$ cat config.mk
export PLATFORM = sky130hd
export DESIGN_NAME = rdrp_dist_pid
export DESIGN_NICKNAME = d
export VERILOG_FILES = /design/src/rtl/rdrp_pkg.sv /design/src/rtl/rdrp_dist_pid.sv
export SDC_FILE = /design/constraint.sdc
export NUM_CORES = 2
export LEC_CHECK = 0
export BUFFER_PORTS_ARGS = -buffer_cell sky130_fd_sc_hd__buf_2
export CAP_MARGIN = 20
export CORE_ASPECT_RATIO = 2
export CORE_MARGIN = 8
export CORE_UTILIZATION = 61
export DETAILED_ROUTE_END_ITERATION = 6
export PLACE_DENSITY_LB_ADDON = 0.2
export REMOVE_ABC_BUFFERS = 1
export SETUP_SLACK_MARGIN = 0.5
export SYNTH_ARGS = -nofsm -noshare
export SYNTH_HDL_FRONTEND = slang
export SYNTH_SLANG_ARGS = --single-unit
$ cat constraint.sdc
create_clock -name vclk -period 36.7
set_input_delay 3.67 -clock vclk [all_inputs]
set_output_delay 3.67 -clock vclk [all_outputs]
set_load 0.02 [all_outputs]
$ cat src/rtl/rdrp_pkg.sv
// Shared types and constants for the rotate-drive-rotate PID sequencer.
package rdrp_pkg;

    localparam int FRAC_BITS      = 12;
    localparam int DT_STEP        = 6554;
    localparam int TIMEOUT_TICKS  = 50;
    localparam int CONVERGE_TICKS = 10;

    localparam int YAW_BIG  = (785 * (1 << FRAC_BITS) + 500) / 1000;
    localparam int YAW_CAP  = (300 * (1 << FRAC_BITS) + 500) / 1000;
    localparam int DIST_CAP = (100 * (1 << FRAC_BITS) + 500) / 1000;
    localparam int DIST_MIN = (50 * (1 << FRAC_BITS) + 500) / 1000;
    localparam int KI_PONLY = (300 * (1 << FRAC_BITS) + 500) / 1000;

    typedef enum logic [1:0] {
        ACT_START   = 2'd0,
        ACT_TICK    = 2'd1,
        ACT_CANCEL  = 2'd2,
        ACT_PREEMPT = 2'd3
    } action_t;

    typedef enum logic [1:0] {
        PHASE_ROTATE   = 2'd0,
        PHASE_STRAIGHT = 2'd1,
        PHASE_ALIGN    = 2'd2
    } phase_t;

    typedef enum logic [2:0] {
        OUT_RUNNING   = 3'd0,
        OUT_DONE      = 3'd1,
        OUT_TIMEOUT   = 3'd2,
        OUT_PREEMPTED = 3'd3,
        OUT_CANCELLED = 3'd4
    } outcome_t;

    typedef enum logic [2:0] {
        CFG_KP_YAW       = 3'd0,
        CFG_KI_YAW       = 3'd1,
        CFG_KD_YAW       = 3'd2,
        CFG_KP_DISTANCE  = 3'd3,
        CFG_KI_DISTANCE  = 3'd4,
        CFG_KD_DISTANCE  = 3'd5,
        CFG_YAW_TOL      = 3'd6,
        CFG_DISTANCE_TOL = 3'd7
    } cfg_index_t;

    typedef struct packed {
        logic [15:0] kp;
        logic [15:0] ki;
        logic [15:0] kd;
    } pid_gains_t;

endpackage

$ cat src/rtl/rdrp_dist_pid.sv
// Distance PID datapath with double integration (single when P-only) and the minimum speed rule.
module rdrp_dist_pid (
    input  rdrp_pkg::pid_gains_t gains,
    input  logic signed [17:0]   dist_err,
    input  logic signed [31:0]   integ,
    input  logic signed [17:0]   prev,
    input  logic        [16:0]   tol,
    output logic signed [9:0]    ref_out,
    output logic signed [31:0]   integ_next,
    output logic                 within_tol
);
    import rdrp_pkg::*;

    localparam logic signed [38:0] CAP_POS = 39'(DIST_CAP);
    localparam logic signed [38:0] CAP_NEG = -39'(DIST_CAP);
    localparam logic signed [38:0] MIN_POS = 39'(DIST_MIN);
    localparam logic signed [38:0] MIN_NEG = -39'(DIST_MIN);
    localparam logic signed [32:0] SAT_HI  = 33'sh0_7FFF_FFFF;
    localparam logic signed [32:0] SAT_LO  = -33'sh0_8000_0000;

    logic        [17:0] dist_abs;
    logic               p_only;
    logic signed [34:0] p_term;
    logic signed [48:0] i_term;
    logic signed [18:0] diff;
    logic signed [35:0] d_term;
    logic signed [50:0] sum;
    logic signed [38:0] shifted;
    logic signed [38:0] clamped;
    logic signed [38:0] floored;
    logic signed [35:0] dt_prod;
    logic signed [19:0] inc;
    logic signed [32:0] once_sum;
    logic signed [31:0] once_sat;
    logic signed [32:0] twice_sum;
    logic signed [31:0] twice_sat;

    assign dist_abs   = dist_err[17] ? 18'(-dist_err) : dist_err;
    assign within_tol = dist_abs < {1'b0, tol};
    assign p_only     = gains.ki >= 16'(KI_PONLY);

    assign p_term = $signed({1'b0, gains.kp}) * dist_err;
    assign i_term = $signed({1'b0, gains.ki}) * integ;
    assign diff   = 19'(dist_err) - 19'(prev);
    assign d_term = $signed({1'b0, gains.kd}) * diff;

    assign sum     = p_only ? 51'(p_term) : 51'(p_term) + 51'(i_term) + 51'(d_term);
    assign shifted = 39'(sum >>> FRAC_BITS);

    always_comb begin
        if (shifted > CAP_POS) begin
            clamped = CAP_POS;
        end else if (shifted < CAP_NEG) begin
            clamped = CAP_NEG;
        end else begin
            clamped = shifted;
        end
        if (!clamped[38]) begin
            floored = (clamped < MIN_POS) ? MIN_POS : clamped;
        end else begin
            floored = (clamped > MIN_NEG) ? MIN_NEG : clamped;
        end
    end

    assign ref_out = floored[9:0];

    assign dt_prod   = 36'(dist_err) * $signed({1'b0, 16'(DT_STEP)});
    assign inc       = 20'(dt_prod >>> 16);
    assign once_sum  = 33'(integ) + 33'(inc);

    always_comb begin
        if (once_sum > SAT_HI) begin
            once_sat = 32'sh7FFF_FFFF;
        end else if (once_sum < SAT_LO) begin
            once_sat = 32'sh8000_0000;
        end else begin
            once_sat = once_sum[31:0];
        end
    end

    assign twice_sum = 33'(once_sat) + 33'(inc);

    always_comb begin
        if (twice_sum > SAT_HI) begin
            twice_sat = 32'sh7FFF_FFFF;
        end else if (twice_sum < SAT_LO) begin
            twice_sat = 32'sh8000_0000;
        end else begin
            twice_sat = twice_sum[31:0];
        end
    end

    assign integ_next = p_only ? once_sat : twice_sat;

endmodule

==> impl_metrics.csv <==
group,metric,value,unit
placement,io_buffer_count,176,
drt,first_pass_iters,7,
synth,synth_top_area_share,49.6,%
sta,finalWorstSetupSlack,13060,ps
synth,syn_area,53500,µm²
synth,synth_warnings,0,
die,core.rowCount,153,
sta,setup_viol,0,
drt,drc,0,
global_route,grt_pass1_vias,46600,
setup_path,start_kind,"primary input",
setup_path,worst-path-stages,54,
global_route,antenna_found_initial,13,
setup_path,worst-path-buf-inv,12,
cells_and_area,fill_cells,7704,
worst_hold_path,min_path_type,"primary input to output port",
sta,worst_pin_slew,1170,ps
synth,synth_area_leader_cell,"fa_1",
cells_and_area,seq_cells,0,
placement,gp_congestion,0.987,
sta,layout_min_cycle_time,23640,ps
cells_and_area,synthToLayoutAreaGrowth,3.02,%
global_route,grt_usage,31.3,%
die,io_pins,176,
drt,finalWirelength,149,mm
flow_run,maxCapViolCount,0,
setup_path,worstPathRequired,33030,ps
die,fp.dieW,225,µm
drt,antenna_left,0,
sta,relSlewSlack,21.4,%
drt,initialDrtViolationCount,1907,
sta,rsz0062_at_grt,"false",
die,core,86900,µm²
die,dieArea,98000,µm²
cells_and_area,final_util,63.4,%
cts,cts_post_setup_buffers_inserted,0,
cts,cts_hold_buf,0,
setup_path,cp-end-kind,"output port",
global_route,grt_pass1_wl,243,mm
sta,clock.fmax,42.3,MHz
cells_and_area,nets,7979,
drt,via_count,41000,
cells_and_area,seqCellArea,0,µm²
sta,hold_violations,0,
synth,synth_cells,6076,
sta,fin_tns_setup,0,ps
setup_path,max_stage_delay,890,ps
sta,final_max_slew_viol_count,0,
cells_and_area,drive_gt1_share,4.37,%
setup_path,path_max_fanout,50,
die,start_util,61.6,%
synth,ys_top_cells_by_area,"fa_1 50%, ha_1 11%, inv_1 11%",
sta,fin_crit_sh,64.4,%
synth,synth_common_cells,"1,550 x inv_1, 1,325 x fa_1, 773 x nand2_1",
synth,yosysMostFrequentCell,"inv_1",
placement,place_ws,13220,ps
global_route,grt.overflow.total,0,
setup_path,critPathTopFamily,"adder cells",
drt,via_per_inst,5.69,
setup_path,critPathKind,"primary input to output port",
setup_path,crit_top_cell,"fa_1",
cells_and_area,layoutNonFillerInstCount,7212,
drt,wl_per_cell,20.6,µm
setup_path,cp-endpoint,"ref_out[3]",
outcome,status,"finished clean",
synth,synth_cell_types,94,
cts,cts_resized,0,
setup_path,cp_data_arrival_time,19970,ps
cells_and_area,nClkBuffers,0,
placement,dp.cells,7203,
placement,dp_hpwl,130,mm
global_route,grt_max_degree,62,
synth,avgSynthCellArea,8.80,µm²
setup_path,crit_path_start,"dist_err[17]",
synth,yosysSeqAreaShare,0,%
die,die_h,435,µm
setup_path,slowest_stage,"fa_1",
worst min-delay path by stage:
stage | end | from | slack, ps | depth (start not counted)
2_1_floorplan | within_tol | dist_err[17] | 7600 | 2
3_3_place_gp | within_tol | tol[16] | 7940 | 6
3_5_place_dp | within_tol | tol[16] | 7940 | 6
4_1_cts | within_tol | tol[16] | 7950 | 6
5_1_grt | within_tol | tol[12] | 7990 | 6
6_report | within_tol | tol[16] | 7950 | 6
placed cells by master (no fill, tap or decap), drive strengths merged, types with 16 or more instances in the layout:
| cell type | synthesis | final |
|---|---|---|
| ha | 477 | 477 |
| nand2 | 774 | 774 |
| a21o | 76 | 76 |
| inv | 1550 | 1550 |
| o211ai | 16 | 16 |
| a31oi | 20 | 20 |
| xor2 | 61 | 61 |
| a211oi | 20 | 20 |
| nand3 | 36 | 36 |
| o21ai | 112 | 112 |
| nor3 | 36 | 36 |
| o21a | 35 | 35 |
| or3 | 16 | 16 |
| nor2b | 44 | 44 |
| and2 | 494 | 494 |
| nand4 | 30 | 30 |
| nor2 | 125 | 125 |
| and3 | 20 | 20 |
| xnor2 | 118 | 118 |
| nand2b | 35 | 35 |
| buf | 23 | 210 |
| o21bai | 21 | 21 |
| fa | 1325 | 1325 |
| mux2i | 19 | 19 |
| a21oi | 172 | 172 |
tightest hold or removal path: stages:
cell      delay (ps)
buf_2            100
inv_1             50
ha_1             140
a221oi_1          40
o211a_1          130
buf_2            160
cells by family after synthesis:
kind of cell	count (synthesis)	share of synthesized area, %
adders and majority gates	1813	60.9
buffers and inverters	1796	12.8
and+or+nand+nor	1659	15.3
AOI/OAI and AO/OA	606	7.58
xor gates and xnor gates	179	2.94
muxes	23	0.440
stage by stage:
stage | area, µm² | hold slack, ps
4_1_cts | 55100 | 7950
6_report | 55100 | 7950
3_5_place_dp | 55100 | 7940
5_1_grt | 55100 | 7990
2_1_floorplan | 52500 | 7600
3_3_place_gp | 55100 | 7940
cell type report:
type,instances,area [µm²],share of cell area [%]
Inverter,1551,5820,10.6
Timing Repair Buffer,211,1150,2.08
Multi-Input combinational cell,4280,46700,84.7
Tap cell,1162,1450,2.64
Antenna cell,8,20.0,0.0363
per-layer routing:
layer	routed length (µm)	global-route usage (%)	vias to the layer above	share of wire, %
met5	45	0	-	0.030
met4	9700	16.6	6	6.5
met3	7510	3.49	554	5.1
met2	81600	59.4	1490	55
met1	49800	33.2	20900	34
li1	-	-	18000	-
