<file path="config.mk">
export PLATFORM = sky130hd
export DESIGN_NAME = rdrp_yaw_pid
export DESIGN_NICKNAME = d
export VERILOG_FILES = /design/src/rtl/rdrp_pkg.sv /design/src/rtl/rdrp_yaw_pid.sv
export SDC_FILE = /design/constraint.sdc
export NUM_CORES = 2
export LEC_CHECK = 0
export ABC_AREA = 1
export BUFFER_PORTS_ARGS = -buffer_cell sky130_fd_sc_hd__buf_2
export CAP_MARGIN = 10
export CORE_ASPECT_RATIO = 1.4
export CORE_MARGIN = 4
export CORE_UTILIZATION = 50
export DETAILED_ROUTE_END_ITERATION = 12
export GPL_ROUTABILITY_DRIVEN = 0
export PLACE_DENSITY_LB_ADDON = 0.3
export SLEW_MARGIN = 20
export SYNTH_ARGS = -nofsm -noshare
export SYNTH_HDL_FRONTEND = slang
export SYNTH_SLANG_ARGS = --single-unit
</file>
<file path="constraint.sdc">
create_clock -name vclk -period 12.47
set_clock_uncertainty 0.15 [all_clocks]
set_input_delay 1.247 -clock vclk [all_inputs]
set_output_delay 1.247 -clock vclk [all_outputs]
set_load 0.005 [all_outputs]
</file>
<file path="src/rtl/rdrp_pkg.sv">
// Shared types and constants for the rotate-drive-rotate PID sequencer.
package rdrp_pkg;

    localparam int FRAC_BITS      = 12;
    localparam int DT_STEP        = 6554;
    localparam int TIMEOUT_TICKS  = 50;
    localparam int CONVERGE_TICKS = 10;

    localparam int YAW_BIG  = (785 * (1 << FRAC_BITS) + 500) / 1000;
    localparam int YAW_CAP  = (300 * (1 << FRAC_BITS) + 500) / 1000;
    localparam int DIST_CAP = (100 * (1 << FRAC_BITS) + 500) / 1000;
    localparam int DIST_MIN = (50 * (1 << FRAC_BITS) + 500) / 1000;
    localparam int KI_PONLY = (300 * (1 << FRAC_BITS) + 500) / 1000;

    typedef enum logic [1:0] {
        ACT_START   = 2'd0,
        ACT_TICK    = 2'd1,
        ACT_CANCEL  = 2'd2,
        ACT_PREEMPT = 2'd3
    } action_t;

    typedef enum logic [1:0] {
        PHASE_ROTATE   = 2'd0,
        PHASE_STRAIGHT = 2'd1,
        PHASE_ALIGN    = 2'd2
    } phase_t;

    typedef enum logic [2:0] {
        OUT_RUNNING   = 3'd0,
        OUT_DONE      = 3'd1,
        OUT_TIMEOUT   = 3'd2,
        OUT_PREEMPTED = 3'd3,
        OUT_CANCELLED = 3'd4
    } outcome_t;

    typedef enum logic [2:0] {
        CFG_KP_YAW       = 3'd0,
        CFG_KI_YAW       = 3'd1,
        CFG_KD_YAW       = 3'd2,
        CFG_KP_DISTANCE  = 3'd3,
        CFG_KI_DISTANCE  = 3'd4,
        CFG_KD_DISTANCE  = 3'd5,
        CFG_YAW_TOL      = 3'd6,
        CFG_DISTANCE_TOL = 3'd7
    } cfg_index_t;

    typedef struct packed {
        logic [15:0] kp;
        logic [15:0] ki;
        logic [15:0] kd;
    } pid_gains_t;

endpackage

</file>
<file path="src/rtl/rdrp_yaw_pid.sv">
// Yaw PID datapath with integral update and tolerance check.
module rdrp_yaw_pid (
    input  rdrp_pkg::pid_gains_t gains,
    input  logic signed [14:0]   err,
    input  logic signed [31:0]   integ,
    input  logic signed [15:0]   prev,
    input  logic        [13:0]   tol,
    output logic signed [11:0]   ref_out,
    output logic signed [31:0]   integ_next,
    output logic                 within_tol
);
    import rdrp_pkg::*;

    localparam logic signed [38:0] CAP_POS = 39'(YAW_CAP);
    localparam logic signed [38:0] CAP_NEG = -39'(YAW_CAP);

    logic signed [15:0] err_ext;
    logic        [15:0] err_abs;
    logic               small_err;
    logic signed [32:0] p_term;
    logic signed [48:0] i_term;
    logic signed [16:0] diff;
    logic signed [33:0] d_term;
    logic signed [50:0] sum;
    logic signed [38:0] shifted;
    logic signed [38:0] clamped;
    logic signed [32:0] dt_prod;
    logic signed [16:0] inc;
    logic signed [32:0] integ_sum;
    logic signed [31:0] integ_sat;

    assign err_ext    = 16'(err);
    assign err_abs    = err_ext[15] ? 16'(-err_ext) : err_ext;
    assign small_err  = err_abs <= 16'(YAW_BIG);
    assign within_tol = err_abs < {2'b00, tol};

    assign p_term = $signed({1'b0, gains.kp}) * err_ext;
    assign i_term = $signed({1'b0, gains.ki}) * integ;
    assign diff   = 17'(err_ext) - 17'(prev);
    assign d_term = $signed({1'b0, gains.kd}) * diff;

    assign sum     = small_err ? 51'(p_term) + 51'(i_term) + 51'(d_term) : 51'(p_term);
    assign shifted = 39'(sum >>> FRAC_BITS);

    always_comb begin
        if (shifted > CAP_POS) begin
            clamped = CAP_POS;
        end else if (shifted < CAP_NEG) begin
            clamped = CAP_NEG;
        end else begin
            clamped = shifted;
        end
    end

    assign ref_out = clamped[11:0];

    assign dt_prod   = 33'(err_ext) * $signed({1'b0, 16'(DT_STEP)});
    assign inc       = 17'(dt_prod >>> 16);
    assign integ_sum = 33'(integ) + 33'(inc);

    always_comb begin
        if (integ_sum > 33'sh0_7FFF_FFFF) begin
            integ_sat = 32'sh7FFF_FFFF;
        end else if (integ_sum < -33'sh0_8000_0000) begin
            integ_sat = 32'sh8000_0000;
        end else begin
            integ_sat = integ_sum[31:0];
        end
    end

    assign integ_next = small_err ? integ_sat : integ;

endmodule

</file>
==> impl_metrics.yaml <==
global_route:
  globalRouteOverflowTotal: 0
  grt_start_max_net_pins: 42
  grtUsageTotal: 0.301
  first_pass_grt_wire_length_mm: 234
  number_of_global_route_vias_before_repair: 44626
  antenna_found_initial: 3
synthesis:
  synth.most_common_cell: "sky130_fd_sc_hd__inv_1"
  synth.cell_area_mm2: 0.0469
  synth_largest_area_cell: "sky130_fd_sc_hd__fa_1"
  synthCells: 6254
  synth_warnings: 0
  post-synth-top-area-fraction: 0.450
  synth.top_cells.by_count: "1812 x sky130_fd_sc_hd__inv_1, 1609 x sky130_fd_sc_hd__nand2_1, 1054 x sky130_fd_sc_hd__fa_1"
  synth.distinct_cells: 48
  post_synth_main_area_contributors: "sky130_fd_sc_hd__fa_1 45%, sky130_fd_sc_hd__inv_1 15%, sky130_fd_sc_hd__ha_1 14%"
  ys_seq_area_frac: 0
  post_synth.cell_area_avg_um2: 7.49
  synth_nets: 7953
route:
  drcViolationCount: 0
  drt_first_iter_violations: 2552
  drt_pass1_iterations: 7
  route.antenna.remaining_nets: 0
  post_drt_via_cell_ratio: 5.23
  avgRoutedWirePerCell_um: 18.5
  drt-total-wl_mm: 145
  vias: 40864
layout:
  fin_nets: 8304
  layout.area.seq_um2: 0
  nFlopsAndLatches: 0
  clkbuf_count: 0
  layout-area-overhead-vs-synth_pct: 12.3
  drive_gt1_frac: 0.123
placed_design:
  port-buffer-count: 170
  dp_hpwl_mm: 126
  dpl_ws_ps: -1430
critical_path:
  crit_path_dat_ps: 12210
  startpoint_type_of_the_worst_setup_path: "primary input"
  timing.setup.critical_path_class: "primary input to output port"
  crit_fanout: 6
  critical-path-slowest-cell: "sky130_fd_sc_hd__fa_1"
  cp-end-kind: "output port"
  cp_data_required_time_ps: 11070
  crit_path_max_incr_delay_ps: 540
  critical_path.most_common_cell: "sky130_fd_sc_hd__fa_1"
sta:
  finalHoldViolCount: 0
  sum_neg_setup_slack_ps: -12870
  worst_rel_slew_slack: 0.314
  fin_ws_ps: -1130
  grt_setup_unrepaired: "true"
  fmax_mhz: 73.5
  layout_worst_path_cycle_share: 1.09
  setup_viol: 12
  worstMarginPinSlew_ps: 1030
  final_max_slew_viol_count: 0
  min_period_ps: 13600
flow_run:
  maxcap_viol_count: 0
worst_hold_path:
  cell_depth_of_the_worst_hold_path: 5
  timing.hold.worst.class: "primary input to output port"
  worst_hold_path.endpoint: "within_tol"
  timing.hold.worst.start: "tol[12]"
floorplanning:
  area_inside_the_core_boundary_mm2: 0.0928
  floorplan.io_pins: 170
  dieHeight_um: 370
  die_width_um: 267
  effective_utilization_at_floorplan: 0.505
  dieArea_mm2: 0.0987
  fp-row-count: 132
outcome:
  status: "complete, but fails checks"
  failed_checks: "setup timing"
cts:
  cts_hold_buf: 0
## routing by layer
metal | part of all wire | global-route usage | vias to the layer above
met5 | 0 | 0 | -
met1 | 0.35 | 0.338 | 19954
met2 | 0.50 | 0.540 | 1696
met4 | 0.082 | 0.182 | 0
met3 | 0.069 | 0.0406 | 553
li1 | - | - | 18661
## worst max-delay path, delay by kind of cell
kind,cells,cell delay [ps]
adder cells (fa/ha/maj),16,7220
AND/OR/NAND/NOR,18,1780
buffers and inverters,16,1090
AO/OA/AOI/OAI,4,700
XOR/XNOR,1,180
## area by class of cell
cell class / instances / area (um^2)
inverter: 1820 / 6830
antenna: 2 / 5.00
multi-input combinational: 4221 / 40200
timing repair buffer: 562 / 4040
tap: 1206 / 1510
fill: 8668 / 40200
## cell usage in the layout (no fill, tap or decap), types with 9 or more instances in the layout
master,instances
sky130_fd_sc_hd__ha_1,502
sky130_fd_sc_hd__nand3b_1,13
sky130_fd_sc_hd__nor2_4,15
sky130_fd_sc_hd__fa_1,1048
sky130_fd_sc_hd__inv_1,1797
sky130_fd_sc_hd__nand3_2,22
sky130_fd_sc_hd__nand4_1,33
sky130_fd_sc_hd__nand2_4,20
sky130_fd_sc_hd__buf_4,383
sky130_fd_sc_hd__xnor2_1,35
sky130_fd_sc_hd__buf_12,11
sky130_fd_sc_hd__buf_2,153
sky130_fd_sc_hd__a21oi_2,19
sky130_fd_sc_hd__nand2_1,1537
sky130_fd_sc_hd__o21ai_1,11
sky130_fd_sc_hd__xor2_1,57
sky130_fd_sc_hd__nor2_1,297
sky130_fd_sc_hd__a21oi_4,9
sky130_fd_sc_hd__o21bai_1,13
sky130_fd_sc_hd__nand3_1,143
sky130_fd_sc_hd__a21o_1,10
sky130_fd_sc_hd__or2_2,19
sky130_fd_sc_hd__nand2_2,57
sky130_fd_sc_hd__ha_4,17
sky130_fd_sc_hd__o21ai_0,67
sky130_fd_sc_hd__a21oi_1,169
sky130_fd_sc_hd__nor2_2,12
sky130_fd_sc_hd__inv_2,21
sky130_fd_sc_hd__buf_6,10
sky130_fd_sc_hd__nor3_1,15
## per-stage QoR
stage               hold WS (ps)  std cells  utilization  instance area, um^2
floorplan                   2580       6254            -                47300
global placement            2820       7775        0.554                51500
detailed placement          2820       7775        0.554                51500
CTS                         2820       7804        0.563                52300
global route                2870       7809        0.567                52600
finish                      2820       7811        0.567                52600
## cells by family after synthesis
logic type,synth area share
adders and majority gates,0.589
buffers and inverters,0.164
AOI/OAI and AO/OA,0.0411
and+or+nand+nor,0.187
xor gates and xnor gates,0.0187
## worst max path at each step
stage | slack (ps) | to | startpoint
4_1_cts | -1020 | ref_out[0] | err[5]
5_1_grt | -1550 | ref_out[2] | err[3]
3_3_place_gp | -1390 | ref_out[2] | err[4]
3_5_place_dp | -1430 | ref_out[2] | gains[43]
2_1_floorplan | -250 | ref_out[6] | gains[37]
6_report | -1130 | ref_out[0] | err[5]
## what timing repair did
item,CTS,global route
buffers inserted,29,4
cloned,0,1
pin swaps,60,37
setup endpoints to repair,12,12
resized for setup,156,73
Power is not shown: default switching activity piles up to over one toggle a cycle in this logic, so the estimate is an artifact.
